--- src/rtl/grst_pkg.sv ---
// ----------------------------------------------------------------------------
// grst_pkg
// types and constants of the gamepad report state tracker
// ----------------------------------------------------------------------------
package grst_pkg;

    localparam int BUTTON_COUNT = 16;
    localparam int HELD_W       = 16;
    localparam int HELD_IDX_W   = $clog2(HELD_W);
    localparam int BTN_LIMIT    = (BUTTON_COUNT < HELD_W) ? BUTTON_COUNT : HELD_W;

    localparam logic [15:0] PAGE_DESKTOP = 16'h0001;
    localparam logic [15:0] PAGE_BUTTON  = 16'h0009;

    localparam logic [15:0] USAGE_X  = 16'h0030;
    localparam logic [15:0] USAGE_Y  = 16'h0031;
    localparam logic [15:0] USAGE_Z  = 16'h0032;
    localparam logic [15:0] USAGE_RX = 16'h0033;
    localparam logic [15:0] USAGE_RY = 16'h0034;
    localparam logic [15:0] USAGE_RZ = 16'h0035;
    localparam logic [15:0] USAGE_HAT = 16'h0039;

    localparam logic [7:0] AXIS_CENTER  = 8'h80;
    localparam logic [7:0] HAT_RELEASED = 8'h08;

    typedef enum logic [1:0] {
        FUNC_UPDATE = 2'd0,
        FUNC_READ   = 2'd1,
        FUNC_RESET  = 2'd2
    } t_func;

    typedef struct packed {
        logic [7:0]        left_x;
        logic [7:0]        left_y;
        logic [7:0]        right_x;
        logic [7:0]        right_y;
        logic [7:0]        trig_l;
        logic [7:0]        trig_r;
        logic [7:0]        hat;
        logic [HELD_W-1:0] held;
        logic [HELD_W-1:0] changed;
    } t_pad_state;

    localparam t_pad_state STATE_DEFAULT = '{
        left_x:  AXIS_CENTER,
        left_y:  AXIS_CENTER,
        right_x: AXIS_CENTER,
        right_y: AXIS_CENTER,
        trig_l:  8'h00,
        trig_r:  8'h00,
        hat:     HAT_RELEASED,
        held:    '0,
        changed: '0
    };

endpackage

--- src/rtl/gamepad_report_state_tracker_unit.sv ---
// ----------------------------------------------------------------------------
// gamepad_report_state_tracker_unit
// gamepad state kept from decoded hid report fields
//
// Takes one beat per clock: an update (usage page, usage, value), a read that
// returns the state and then clears the changed bits, or a reset to defaults;
// an unused code returns the state unchanged. Each beat gives exactly one
// result beat, and a new beat is taken every cycle as long as results are
// drained; the input register and the result register each hold one beat, so
// one more beat is taken while a result waits. The throughput of one beat per
// cycle is set by the single state update between those two registers.
// ----------------------------------------------------------------------------
module gamepad_report_state_tracker_unit (
    input  logic               i_clk,
    input  logic               i_rst_n,
    input  logic               i_valid,
    output logic               o_ready,
    input  logic [1:0]         i_func,
    input  logic [15:0]        i_usage_page,
    input  logic [15:0]        i_usage,
    input  logic signed [31:0] i_field_value,
    output logic               o_valid,
    input  logic               i_ready,
    output logic [7:0]         o_stick_left_x,
    output logic [7:0]         o_stick_left_y,
    output logic [7:0]         o_stick_right_x,
    output logic [7:0]         o_stick_right_y,
    output logic [7:0]         o_trigger_left,
    output logic [7:0]         o_trigger_right,
    output logic [7:0]         o_hat_direction,
    output logic [grst_pkg::HELD_W-1:0] o_buttons_held,
    output logic [grst_pkg::HELD_W-1:0] o_buttons_changed
);
    import grst_pkg::*;

    logic        r_in_valid;
    t_func       r_in_func;
    logic [15:0] r_in_page;
    logic [15:0] r_in_usage;
    logic [31:0] r_in_value;

    t_pad_state  r_state;
    t_pad_state  n_state;
    t_pad_state  r_res;
    t_pad_state  n_res;
    logic        r_out_valid;

    logic                  w_adv;
    logic                  w_btn_ok;
    logic                  w_pressed;
    logic [HELD_IDX_W-1:0] w_btn_idx;

    assign w_adv   = r_in_valid && (!r_out_valid || i_ready);
    assign o_ready = i_rst_n && (!r_in_valid || w_adv);

    assign w_btn_ok  = (r_in_usage != 16'd0) && (r_in_usage <= 16'(BTN_LIMIT));
    assign w_btn_idx = HELD_IDX_W'(r_in_usage - 16'd1);
    assign w_pressed = (r_in_value != 32'd0);

    always_comb begin
        n_state = r_state;
        n_res   = r_state;
        case (r_in_func)
            FUNC_UPDATE: begin
                if (r_in_page == PAGE_DESKTOP) begin
                    case (r_in_usage)
                        USAGE_X:   n_state.left_x  = r_in_value[7:0];
                        USAGE_Y:   n_state.left_y  = r_in_value[7:0];
                        USAGE_Z:   n_state.right_x = r_in_value[7:0];
                        USAGE_RX:  n_state.trig_l  = r_in_value[7:0];
                        USAGE_RY:  n_state.trig_r  = r_in_value[7:0];
                        USAGE_RZ:  n_state.right_y = r_in_value[7:0];
                        USAGE_HAT: n_state.hat     = r_in_value[7:0];
                        default: ;
                    endcase
                end else if (r_in_page == PAGE_BUTTON && w_btn_ok) begin
                    if (r_state.held[w_btn_idx] != w_pressed) begin
                        n_state.changed[w_btn_idx] = 1'b1;
                    end
                    n_state.held[w_btn_idx] = w_pressed;
                end
                n_res = n_state;
            end
            FUNC_READ: begin
                n_state.changed = '0;
            end
            FUNC_RESET: begin
                n_state = STATE_DEFAULT;
                n_res   = STATE_DEFAULT;
            end
            default: ;
        endcase
    end

    always_ff @(posedge i_clk) begin
        if (!i_rst_n) begin
            r_in_valid <= 1'b0;
        end else if (i_valid && o_ready) begin
            r_in_valid <= 1'b1;
        end else if (w_adv) begin
            r_in_valid <= 1'b0;
        end
    end

    always_ff @(posedge i_clk) begin
        if (i_valid && o_ready) begin
            r_in_func  <= t_func'(i_func);
            r_in_page  <= i_usage_page;
            r_in_usage <= i_usage;
            r_in_value <= i_field_value;
        end
    end

    always_ff @(posedge i_clk) begin
        if (!i_rst_n) begin
            r_state     <= STATE_DEFAULT;
            r_out_valid <= 1'b0;
        end else if (w_adv) begin
            r_state     <= n_state;
            r_out_valid <= 1'b1;
        end else if (i_ready) begin
            r_out_valid <= 1'b0;
        end
    end

    always_ff @(posedge i_clk) begin
        if (w_adv) begin
            r_res <= n_res;
        end
    end

    assign o_valid           = r_out_valid;
    assign o_stick_left_x    = r_res.left_x;
    assign o_stick_left_y    = r_res.left_y;
    assign o_stick_right_x   = r_res.right_x;
    assign o_stick_right_y   = r_res.right_y;
    assign o_trigger_left    = r_res.trig_l;
    assign o_trigger_right   = r_res.trig_r;
    assign o_hat_direction   = r_res.hat;
    assign o_buttons_held    = r_res.held;
    assign o_buttons_changed = r_res.changed;

endmodule

--- config.mk ---
export PLATFORM = sky130hd
export DESIGN_NAME = gamepad_report_state_tracker_unit
export DESIGN_NICKNAME = d
export VERILOG_FILES = /design/src/rtl/grst_pkg.sv /design/src/rtl/gamepad_report_state_tracker_unit.sv
export SDC_FILE = /design/constraint.sdc
export NUM_CORES = 1
export LEC_CHECK = 0
export BUFFER_PORTS_ARGS = -buffer_cell sky130_fd_sc_hd__buf_2
export CORE_MARGIN = 8
export CORE_UTILIZATION = 44
export CTS_CLUSTER_SIZE = 16
export DETAILED_ROUTE_END_ITERATION = 6
export PLACE_DENSITY = 0.67
export RECOVER_POWER = 100
export SETUP_SLACK_MARGIN = 0.1
export SLEW_MARGIN = 25
export SYNTH_ARGS = -nofsm -noshare
export SYNTH_HDL_FRONTEND = slang
export SYNTH_SLANG_ARGS = --single-unit
--- constraint.sdc ---
create_clock -name i_clk -period 4.85 [get_ports i_clk]
set_input_delay 1.2125 -clock i_clk [delete_from_list [all_inputs] [get_ports i_clk]]
set_output_delay 1.2125 -clock i_clk [all_outputs]
set_load 0.005 [all_outputs]
==> reports/metrics.csv <==
stage;metric;value;unit
critical_path;required time of the critical path;5.13;ns
critical_path;Worst path top cell family by delay;simple AND/OR/NAND/NOR gates;
cells_and_area;ant diodes;0;
pwr;Power Dens Cells;382;mW/mm^2
route;Residual DRC;0;
job;# Max-Cap Violations;2;
timing;final period utilization;0.771;
clock_tree;H-Tree Depth;1;
synthesis;main flop type after synthesis;edfxtp_1;
critical_path;worst flop-to-flop path startpoint;r_in_page[1];
place;hpwl dp;17900;microns
critical_path;RR Endpoint;o_stick_right_x[7];
outcome;failing checks;max-capacitance violations, max-slew violations;
critical_path;Critical Path Start Type;flip-flop;
critical_path;Arrival @ worst endpoint;4.02;ns
synthesis;FF+latch count, synth;244;
synthesis;syn_area_per_cell;11.5;sq um
place;pre-CTS setup slack;1.60;ns
global_routing;Overall Global Routing Usage;0.185;
route;vias per cell;5.69;
clock_tree;clk buf depth;3;
critical_path;worst r2r path cells;5;
timing;Final setup viols;0;
timing;Slew @ Worst Pin;1.72;ns
min_path;worst min path class;reg2reg;
pwr;leakage power;4.09;nW
clock_tree;postcts setup bufs;0;
clock_tree;CTS tree;done;
cells_and_area;share of cells above drive strength 1;0.142;
clock_tree;cts hold-fix bufs;0;
synthesis;Yosys warning total;0;
critical_path;critical path buffer and inverter count;0;
synthesis;unique cell type count in the Yosys netlist;49;
clock_tree;total CTS buffers;27;
timing;Worst Clk Skew;0.00827;ns
timing;post-route setup slack;1.11;ns
critical_path;critical path capture point type;flip-flop;
synthesis;Async SR Flop Fraction;0;
route;initial drt markers;615;
pwr;Max IR drop VDD;0.250;mV
synthesis;syn_nets;951;
place;Final Wtd Congestion;0.886;
floorplan;Die W;167;microns
critical_path;CP max FO;8;
floorplan;core area;0.0225;sq mm
clock_tree;post-cts sizing count;0;
critical_path;CP Class;reg2reg;
timing;Setup TNS;0;ns
route;Routed WL per cell;19.8;microns
min_path;Hold Crit Start;r_state[87];
timing;relative slew slack;-0.156;
synthesis;number of flops mapped to enable cells by yosys;154;
clock_tree;clk_lat worst skew;0.53;ns
cells_and_area;Final #Nets;1105;
timing;Final Max Slew Viols;48;
min_path;hold endpoint;r_state[87];
global_routing;pin count of the biggest net entering global routing;59;
place;port bufs;159;
cells_and_area;Layout area overhead;18.4;%
critical_path;critical path depth;5;
clock_tree;clock root buffer master;clkbuf_16;
critical_path;reg-to-reg slack, setup;1.11;ns
critical_path;CP cell instances;nor4b_1, nand4_1, nor4_1, nor2b_1, a211o_1;
timing;Max Fclk;267;MHz
place;Post-Place Cells;1282;
route;router iterations before antenna repair;5;
critical_path;slowest CP cell;nor4_1;
floorplan;Initial Utilization;0.445;
timing;fin crit period;3.74;ns
route;post-route antenna net violation count;0;
route;Via Count;7567;
global_routing;first-pass GRT wire length;41400;microns
floorplan;Cell Rows;55;
min_path;Hold Crit Depth;2;
timing;RSZ-0062 raised after global routing;false;
timing;final hold vios;0;
cells_and_area;non-filler cells, final;1331;
floorplan;Die Y;167;microns
global_routing;vias in the first global route;7443;
global_routing;GR Overflow Total;0;
floorplan;die area;0.0278;sq mm
route;total routed wirelength;26300;microns
synthesis;Mapped Area;0.0100;sq mm
global_routing;initial antenna violation count;1;
clock_tree;clk slew on worst S/H paths;0.06;ns
critical_path;Crit path largest cell delay;1.49;ns
outcome;run status;complete, but fails checks;
synthesis;cells after synthesis;872;
floorplan;num ports;160;
synthesis;Seq/Total Area, Yosys;0.642;
clock_tree;clk sinks;244;
-- metal layers --
metal  global-route usage  share of wire  up-vias
met2                0.300           0.47      340
met1                0.244           0.43     3578
met4               0.0623          0.027        2
met5                    0        0.00049        -
li1                     -              -     3592
met3               0.0378          0.076       55
-- cell usage in the layout (no fill, tap or decap), types with 3 or more instances in the layout --
master,netlist,final
nand4_1,24,24
or4_1,8,9
clkinv_1,0,3
o211ai_1,21,21
o2bb2ai_1,15,15
inv_1,17,16
clkbuf_1,42,81
clkbuf_16,0,28
nor3_1,9,9
ha_1,9,9
buf_2,3,86
o31a_1,4,4
o21ai_0,71,72
nor2b_1,7,7
dfxtp_1,90,90
nor4_1,22,25
mux4_2,4,4
buf_4,0,8
edfxtp_1,154,154
a22o_1,13,13
a21oi_1,7,7
nor3b_1,3,4
nand3_1,56,56
and4_1,3,3
xor2_1,6,6
mux2i_1,16,16
bufinv_16,0,3
nor4b_1,3,3
nor2_1,19,19
o31ai_1,35,35
nand2_1,170,170
clkinv_2,0,6
-- stage by stage --
step           utilization  total power, W  area (sq um)  hold WS [ns]
2_1_floorplan            -         0.00242         10000         0.425
3_3_place_gp         0.492         0.00253         11100         0.436
3_5_place_dp         0.493         0.00253         11100         0.439
4_1_cts              0.533         0.00457         12000         0.452
5_1_grt              0.527         0.00468         11900         0.483
6_report             0.527         0.00453         11900         0.452
-- worst reg2reg max path, delay by kind of cell, from the launching register on --
kind | cells | cell delay [ns]
DFF | 1 | 0.36
AOI/OAI and AO/OA | 1 | 0.32
and+or+nand+nor | 4 | 2.81
-- cells by family after synthesis --
| family | Yosys count | synth area share |
|---|---|---|
| simple gates | 348 | 0.171 |
| flops | 244 | 0.642 |
| mux | 20 | 0.0250 |
| xor+xnor | 7 | 0.00613 |
| compound gates | 179 | 0.119 |
| buf+inv | 65 | 0.0255 |
| fa+ha+maj | 9 | 0.0113 |
-- synth_stat cells, types with 7 or more instances --
master     count  area share
nand2_1      170       0.064
a21oi_1        7      0.0035
clkbuf_1      42       0.016
o21ai_0       71       0.036
nand3_1       56       0.028
mux2i_1       16       0.016
o2bb2ai_1     15       0.013
edfxtp_1     154        0.46
a22o_1        13       0.011
nor4_1        22       0.014
nor2b_1        7      0.0044
dfxtp_1       90        0.18
nand4_1       24       0.015
ha_1           9       0.011
or4_1          8      0.0060
inv_1         17      0.0064
o211ai_1      21       0.016
nor3_1         9      0.0045
o31ai_1       35       0.026
nor2_1        19      0.0071
-- registers in the layout, summed over array words and instances, names as in the netlist --
name and count:
r_state 88, r_in_value 32, o_buttons_changed 16, o_buttons_held 16
r_in_page 16, r_in_usage 16, o_hat_direction 8, o_stick_left_x 8
o_stick_left_y 8, o_stick_right_x 8, o_stick_right_y 8, o_trigger_left 8
o_trigger_right 8, r_in_func 2, o_valid 1, r_in_valid 1
-- power breakdown --
part           internal (W)  switching [W]  total, W
Sequential          0.00227      0.0000333   0.00230
Combinational     0.0000541       0.000124  0.000178
Clock               0.00124       0.000804   0.00205
Total               0.00356       0.000961   0.00453
-- layout make-up --
cell class / count / area [sq um]
fillers: 2017 / 10700
flip-flops and latches: 244 / 6430
multi-input cells: 563 / 3320
repair buffers: 173 / 787
clock buffers: 34 / 743
well taps: 285 / 357
clock inverters: 15 / 156
inverters: 17 / 65.1
-- worst max path at each step --
stage,start,endpoint
global placement,r_in_page[1],o_stick_left_y[1]
finish,r_in_page[1],o_stick_right_x[7]
detailed placement,i_ready,o_ready
global route,r_in_page[1],o_stick_right_x[7]
CTS,i_ready,o_ready
floorplan,i_ready,r_state[3]
Note: power is estimated with default switching activity, not from simulation.
